$ cat src/design/frustum_sphere_cull_macros.svh
// Assertion macros for the frustum sphere cull block.
`ifndef FRUSTUM_SPHERE_CULL_MACROS_SVH
`define FRUSTUM_SPHERE_CULL_MACROS_SVH
`ifndef SYNTH
`define FSC_ASSERT_IMPL(label, clk, rst, ante, cons) \
   label: assert property (@(posedge clk) disable iff (rst) (ante) |-> (cons)) \
      else $error("frustum_sphere_cull check failed");
`define FSC_ASSERT_NEXT(label, clk, rst, ante, cons) \
   label: assert property (@(posedge clk) disable iff (rst) (ante) |=> (cons)) \
      else $error("frustum_sphere_cull check failed");
`else
`define FSC_ASSERT_IMPL(label, clk, rst, ante, cons)
`define FSC_ASSERT_NEXT(label, clk, rst, ante, cons)
`endif
`endif

$ cat src/design/fsc_pkg.sv
// Shared types, constants and plane tables for the frustum sphere cull block.
package fsc_pkg;

   localparam int Q_W        = 32;
   localparam int RAD_W      = 31;
   localparam int NUM_PAIRS  = 8;
   localparam int NUM_PLANES = 6;
   localparam int CSR_IDX_W  = 4;
   localparam int CSR_DATA_W = 64;
   localparam int PS_DEPTH   = 24;
   localparam int PS_AW      = 5;
   localparam int SQRT_STEPS = 32;
   localparam int DIV_STEPS  = 48;
   localparam int ACC_W      = 50;

   localparam logic [CSR_DATA_W-1:0] MATRIX_RESET [NUM_PAIRS] = '{
      64'd65536, 64'd0, 64'd281474976710656, 64'd0,
      64'd0, 64'd65536, 64'd0, 64'd281474976710656
   };

   localparam logic signed [Q_W-1:0] Q_MAX = 32'sh7FFF_FFFF;
   localparam logic signed [Q_W-1:0] Q_MIN = 32'sh8000_0000;

   typedef enum logic [6:0] {
      ST_IDLE = 7'b0000001,
      ST_RAW  = 7'b0000010,
      ST_SQ   = 7'b0000100,
      ST_SQRT = 7'b0001000,
      ST_DIV  = 7'b0010000,
      ST_DIST = 7'b0100000,
      ST_OUT  = 7'b1000000
   } state_type;

   typedef struct packed {
      logic             capture;
      logic             raw_ld;
      logic             sq_mul;
      logic             sqrt_init;
      logic             sqrt_step;
      logic             div_init;
      logic             div_step;
      logic             ram_we;
      logic             rd_en;
      logic [2:0]       plane;
      logic [1:0]       comp;
      logic [PS_AW-1:0] rd_addr;
   } cmd_type;

   typedef struct packed {
      logic in_frustum;
   } sts_type;

   // Row other than row 3 that feeds each plane.
   function automatic logic [1:0] plane_orow(input logic [2:0] p);
      return p[2:1];
   endfunction

   // Planes that subtract the other row.
   function automatic logic plane_neg(input logic [2:0] p);
      return (p == 3'd1) || (p == 3'd2) || (p == 3'd5);
   endfunction

   // Planes that include row 3 (all but near).
   function automatic logic plane_w3(input logic [2:0] p);
      return p != 3'd4;
   endfunction

   function automatic logic signed [Q_W-1:0] sat34(input logic signed [Q_W+1:0] v);
      if (v > 34'sh0_7FFF_FFFF) return Q_MAX;
      else if (v < -34'sh0_8000_0000) return Q_MIN;
      else return v[Q_W-1:0];
   endfunction

endpackage

$ cat src/design/fsc_ctrl.sv
// Controller: sequences plane rebuild, distance test and the result register.
module fsc_ctrl import fsc_pkg::*; (
   input  logic                 clock,
   input  logic                 reset,
   input  logic                 csr_we,
   input  logic [CSR_IDX_W-1:0] csr_index,
   input  logic                 req_valid,
   output logic                 req_ready,
   output logic                 rsp_valid,
   input  logic                 rsp_ready,
   output logic                 rsp_inside,
   output cmd_type              cmd,
   input  sts_type              sts
);
   state_type  state_ff, state_in;
   logic [2:0] p_ff, p_in;
   logic [1:0] k_ff, k_in;
   logic [5:0] it_ff, it_in;
   logic       cur_ff, cur_in;
   logic       rsp_vld_ff, rsp_vld_in;
   logic       rsp_ins_ff, rsp_ins_in;
   logic       out_load;

   always_comb begin
      state_in   = state_ff;
      p_in       = p_ff;
      k_in       = k_ff;
      it_in      = it_ff;
      cur_in     = cur_ff;
      rsp_vld_in = rsp_vld_ff && !rsp_ready;
      rsp_ins_in = rsp_ins_ff;
      req_ready  = 1'b0;
      out_load   = 1'b0;
      cmd        = '0;
      cmd.plane  = p_ff;
      cmd.comp   = k_ff;
      unique case (state_ff)
         ST_IDLE: begin
            req_ready = 1'b1;
            if (req_valid) begin
               cmd.capture = 1'b1;
               it_in       = '0;
               p_in        = '0;
               k_in        = '0;
               state_in    = cur_ff ? ST_DIST : ST_RAW;
            end
         end
         ST_RAW: begin
            cmd.raw_ld = 1'b1;
            it_in      = '0;
            state_in   = ST_SQ;
         end
         ST_SQ: begin
            if (it_ff < 6'd3) begin
               cmd.sq_mul = 1'b1;
               cmd.comp   = it_ff[1:0];
            end
            // wait for the last square to land in the length sum
            if (it_ff == 6'd4) begin
               cmd.sqrt_init = 1'b1;
               it_in         = '0;
               state_in      = ST_SQRT;
            end else begin
               it_in = it_ff + 6'd1;
            end
         end
         ST_SQRT: begin
            cmd.sqrt_step = 1'b1;
            if (it_ff == 6'(SQRT_STEPS - 1)) begin
               it_in    = '0;
               k_in     = '0;
               state_in = ST_DIV;
            end else begin
               it_in = it_ff + 6'd1;
            end
         end
         ST_DIV: begin
            if (it_ff == 6'd0) begin
               cmd.div_init = 1'b1;
               it_in        = it_ff + 6'd1;
            end else if (it_ff <= 6'(DIV_STEPS)) begin
               cmd.div_step = 1'b1;
               it_in        = it_ff + 6'd1;
            end else begin
               cmd.ram_we = 1'b1;
               it_in      = '0;
               if (k_ff == 2'd3) begin
                  k_in = '0;
                  if (p_ff == 3'(NUM_PLANES - 1)) begin
                     cur_in   = 1'b1;
                     state_in = ST_DIST;
                  end else begin
                     p_in     = p_ff + 3'd1;
                     state_in = ST_RAW;
                  end
               end else begin
                  k_in = k_ff + 2'd1;
               end
            end
         end
         ST_DIST: begin
            if (it_ff < 6'(PS_DEPTH)) begin
               cmd.rd_en   = 1'b1;
               cmd.rd_addr = it_ff[PS_AW-1:0];
            end
            // last plane check lands through the read tag and check registers after its last read
            if (it_ff == 6'(PS_DEPTH + 1)) begin
               state_in = ST_OUT;
            end else begin
               it_in = it_ff + 6'd1;
            end
         end
         ST_OUT: begin
            if (!rsp_vld_ff || rsp_ready) begin
               out_load   = 1'b1;
               rsp_vld_in = 1'b1;
               rsp_ins_in = sts.in_frustum;
               state_in   = ST_IDLE;
            end
         end
         default: begin
            state_in = ST_IDLE;
         end
      endcase
      if (csr_we && (csr_index < CSR_IDX_W'(NUM_PAIRS))) begin
         cur_in = 1'b0;
      end
   end

   always_ff @(posedge clock) begin
      if (reset) begin
         state_ff   <= ST_IDLE;
         p_ff       <= '0;
         k_ff       <= '0;
         it_ff      <= '0;
         cur_ff     <= 1'b0;
         rsp_vld_ff <= 1'b0;
      end else begin
         state_ff   <= state_in;
         p_ff       <= p_in;
         k_ff       <= k_in;
         it_ff      <= it_in;
         cur_ff     <= cur_in;
         rsp_vld_ff <= rsp_vld_in;
      end
   end

   always_ff @(posedge clock) begin
      if (out_load) rsp_ins_ff <= rsp_ins_in;
   end

   assign rsp_valid  = rsp_vld_ff;
   assign rsp_inside = rsp_ins_ff;
endmodule

$ cat config.mk
export PLATFORM = sky130hd
export DESIGN_NAME = fsc_ctrl
export DESIGN_NICKNAME = d
export VERILOG_FILES = /design/src/design/frustum_sphere_cull_macros.svh /design/src/design/fsc_pkg.sv /design/src/design/fsc_ctrl.sv
export SDC_FILE = /design/constraint.sdc
export NUM_CORES = 1
export LEC_CHECK = 0
export BUFFER_PORTS_ARGS = -buffer_cell sky130_fd_sc_hd__buf_2
export CORE_MARGIN = 1
export CORE_UTILIZATION = 30
export DETAILED_ROUTE_END_ITERATION = 10
export RECOVER_POWER = 100
export SLEW_MARGIN = 20
export SYNTH_ARGS = -nofsm -noshare
export SYNTH_HDL_FRONTEND = slang
export SYNTH_SLANG_ARGS = --single-unit
$ cat constraint.sdc
create_clock -name clock -period 2.9 [get_ports clock]
set_input_delay 0.58 -clock clock [delete_from_list [all_inputs] [get_ports clock]]
set_output_delay 0.58 -clock clock [all_outputs]
set_load 0.01 [all_outputs]
# Word level (Yosys, flattened, before mapping)
# Index checks and enable logic that the tools add are counted.
# word_totals
regBits,21
inputBits,10
elab_cells,107
# classes
add_sub_neg,3
magnitude_cmp,4
n_eq_ne,22
muxes,53
bitwise,2
reduce_logical,16
# ops
operator,count
7-bit two-way mux,8
7-bit case mux with 7 select lines,1
6-bit two-way mux,8
6-bit case mux with 6 select lines,1
2-bit inequality test (second input constant),10
2-bit two-way mux,9
3-bit two-way mux,6
1-bit two-way mux,16
6-bit by 5-bit equality test with 1-bit output (second input constant),2
5-bit two-way mux,2
5-bit AND reduction,2
8-bit AND reduction,1
7-bit by 1-bit equality test with 1-bit output (second input constant),1
7-bit by 2-bit equality test with 1-bit output (second input constant),1
7-bit by 3-bit equality test with 1-bit output (second input constant),1
7-bit by 4-bit equality test with 1-bit output (second input constant),1
7-bit by 5-bit equality test with 1-bit output (second input constant),1
7-bit by 6-bit equality test with 1-bit output (second input constant),1
7-bit equality test (second input constant),1
6-bit by 1-bit adder with 6-bit output (second input constant),1
6-bit by 3-bit equality test with 1-bit output (second input constant),1
6-bit less-or-equal comparator (second input constant),1
6-bit logical NOT,1
6-bit by 2-bit less-than comparator with 1-bit output (second input constant),1
18 further kinds,22

# Longest topological paths before layout
# depth
word_depth,6
ltp_mapped,8
ltp_nobuf,8

# Worst setup path before layout
# No wires, ideal clock.
# synth_path
kind,flip-flop to output port
startpoint,register state_ff[6]
endpoint,output port cmd[5] in the netlist's numbering
arrival_time_ns,1.906
slack_ns,0.414
stages_incl_launch_ff,5
cell_sequence,dfxtp_1 > or4b_1 > or2_2 > nor2_1 > mux2_2
# synth_lines
item,line_no,rtl
start: declaration,fsc_ctrl.sv:15,"state_type state_ff, state_in;"
start signal: assignment,fsc_ctrl.sv:139,state_ff <= state_in;
end: declaration,fsc_ctrl.sv:12,"output cmd_type cmd,"

==> flow_metrics.tcl <==
set metrics [dict create \
    critical-path-slowest-cell "or4b_1" \
    slowest_delay_ns 0.56 \
    reg2reg_from "it_ff[0]" \
    drt_iter0_markers 64 \
    skew_ns 0.00130 \
    reg2reg_slack_ns 0.30 \
    powerDensity_nw_per_um2 607 \
    io_pins 32 \
    min_from "k_ff[1]" \
    htreeDepth 1 \
    period_minus_slack_ns 2.76 \
    clk_path_buf_depth 2 \
    cts_setup_buffers 0 \
    ir_drop_uv 206 \
    dr.pass1.iters 4 \
    avgSynthCellArea_sq_um 8.28 \
    synth_area_leader_cell "dfxtp_1" \
    wire_per_inst_um 13.2 \
    synth_area_leaders "dfxtp_1 27%, nor2_1 5.4%, ha_1 5.1%" \
    ys_seq_elements 21 \
    tightest_slew_ns 0.776 \
    start_util_pct 31.0 \
    end_kind "output pin" \
    clockRootBuffer "clkbuf_8" \
    fin_util_pct 35.2 \
    clock.fmax_ghz 0.362 \
    dpl_cell_area_sq_um 1660 \
    hold_viol 0 \
    rsz0062_at_grt "false" \
    num_rows 25 \
    crit_arrival_ns 2.18 \
    cts_tree "yes" \
    design_area_sq_um 1660 \
    routed_wl_um 3570 \
    core_sq_um 4720 \
    antenna_found_initial 0 \
    numCtsBuffers 3 \
    grt_pass1_wl_um 5970 \
    yosysUniqueCellTypes 59 \
    grt_pass1_vias 1267 \
    synth_most_common_cell "nor2_1" \
    outcome "complete, no violations" \
    yosys_warnings 0 \
    cts-hold-fix-buffers 0 \
    die_x_um 71.9 \
    antenna_left 0 \
    required_ns 2.32 \
    post-route-period-util_pct 95.2 \
    hold_class "flip-flop to flip-flop" \
    r2r-end "k_ff[0]" \
    startpoint_type "flip-flop" \
    grt_overflow 0 \
    drive_above_1_share_pct 12.3 \
    synthTopCellsByCount "21 x nor2_1, 20 x dfxtp_1, 13 x nand2_1" \
    dp_hpwl_um 2660 \
    whs_ns 0.482 \
    grt_max_degree 25 \
    synth-main-ff-cell "dfxtp_1" \
    syn2layout_area_growth_pct 13.4 \
    vias 1382 \
    worstPathCellList "or4b_1, or2_2, nor2_4, mux2_2, clkbuf_1" \
    viasPerCell 5.10 \
    crit_type "flip-flop to output pin" \
    diodes 0 \
    slew_headroom_pct 48.2 \
    gp_congestion 0.826 \
    maxCapViolations 0 \
    async_flop_share_pct 0 \
    clk_latency_ns 0.26 \
    path_clk_slew_ns 0.08 \
    port_buffers 28 \
    synth_top_area_share_pct 27.3 \
    syn-num-nets 193 \
    fp.dieArea_sq_um 5170 \
    crit_fanout 7 \
    syn_area_sq_um 1470 \
    drv_slew 0 \
    power.leakage_nw 0.607 \
    grt_usage_pct 14.4 \
    min_path_cells 2 \
    die_height_um 71.9 \
    fin_nets 221 \
    synth_edf_count 1 \
    drc_errors 0 \
    setup_viol 0 \
    yosysSeqAreaShare_pct 29.4 \
    min_to "k_ff[1]" \
    synth_cells 177 \
    reg2regPathDepth 8 \
    setup-tns-final_ns 0 \
    design_power_total_mw 1.01 \
    clock_sinks 21 \
]
-- registers in the layout (all words and copies together) (netlist names) --
name        count
rsp_inside      1
p_ff            3
state_ff        7
it_ff           6
k_ff            2
cur_ff          1
rsp_valid       1
-- through the flow --
stage / setup slack (ns) / instances
after global routing: 0.0537 / 271
after CTS: 0.0662 / 271
after floorplan: 0.414 / 177
final: 0.138 / 271
after detailed placement: 0.293 / 267
after global placement: 0.306 / 267
-- what timing repair did --
item	4_1_cts	5_1_grt
gates resized for setup	1	1
endpoints found under the setup margin	1	2
endpoints found under the hold margin	0	0
-- kinds of logic after synthesis --
logic type	after synthesis	share of synthesized area, %
compound gates	38	19.6
fa+ha+maj	6	5.12
mux	4	2.90
simple gates	95	38.1
flops	21	29.4
buf+inv	10	3.16
xor+xnor	3	1.79
-- worst max path at each step --
stage             end  cells after the start        start  slack, ns
6_report       cmd[6]                      5  state_ff[6]       0.14
5_1_grt        cmd[2]                      5  state_ff[1]       0.05
4_1_cts        cmd[6]                      5  state_ff[6]       0.07
3_5_place_dp   cmd[6]                      5  state_ff[6]       0.29
3_3_place_gp   cmd[5]                      5  state_ff[6]       0.31
2_1_floorplan  cmd[5]                      4  state_ff[6]       0.41
-- critical path: cells and delay by family (launching register included) --
kind | cells | cell delay [ns]
buffers and inverters | 1 | 0.12
flip-flops | 1 | 0.37
multiplexers | 1 | 0.34
AND/OR/NAND/NOR | 3 | 1.08
-- cell usage in the layout (no fill, tap or decap), types with 3 or more instances in the layout --
cell type / instances
a21oi_1: 12
and2_0: 4
and2_1: 3
buf_2: 11
clkbuf_1: 18
clkbuf_8: 3
dfxtp_1: 20
ha_1: 6
inv_1: 5
nand2_1: 13
nand2b_1: 9
nand3_1: 6
nor2_1: 20
nor2b_1: 6
nor3_1: 7
nor3b_1: 7
nor4_1: 4
o2bb2ai_1: 3
or2_2: 3
-- final cells by class --
class	instances	area (sq um)
timing repair buffer	28	119
tap	67	83.8
multi-input combinational	146	966
inverter	5	18.8
sequential	21	430
fill	537	3060
clock buffer	4	45.0
-- per-layer routing --
layer	wire, um	vias to the layer above	share of wire (%)	global-route usage [%]
li1	-	703	-	-
met1	1790	647	50	19.8
met2	1620	28	45	23.4
met3	118	4	3.3	2.22
met4	37	0	1.0	3.92
met5	0	-	0	0
-- where the power goes --
group	switching (mW)	internal [mW]
Combinational	0.274	0.188
Clock	0.0944	0.0978
Sequential	0.0398	0.316
Total	0.409	0.601
(Power assumes the default switching activity.)
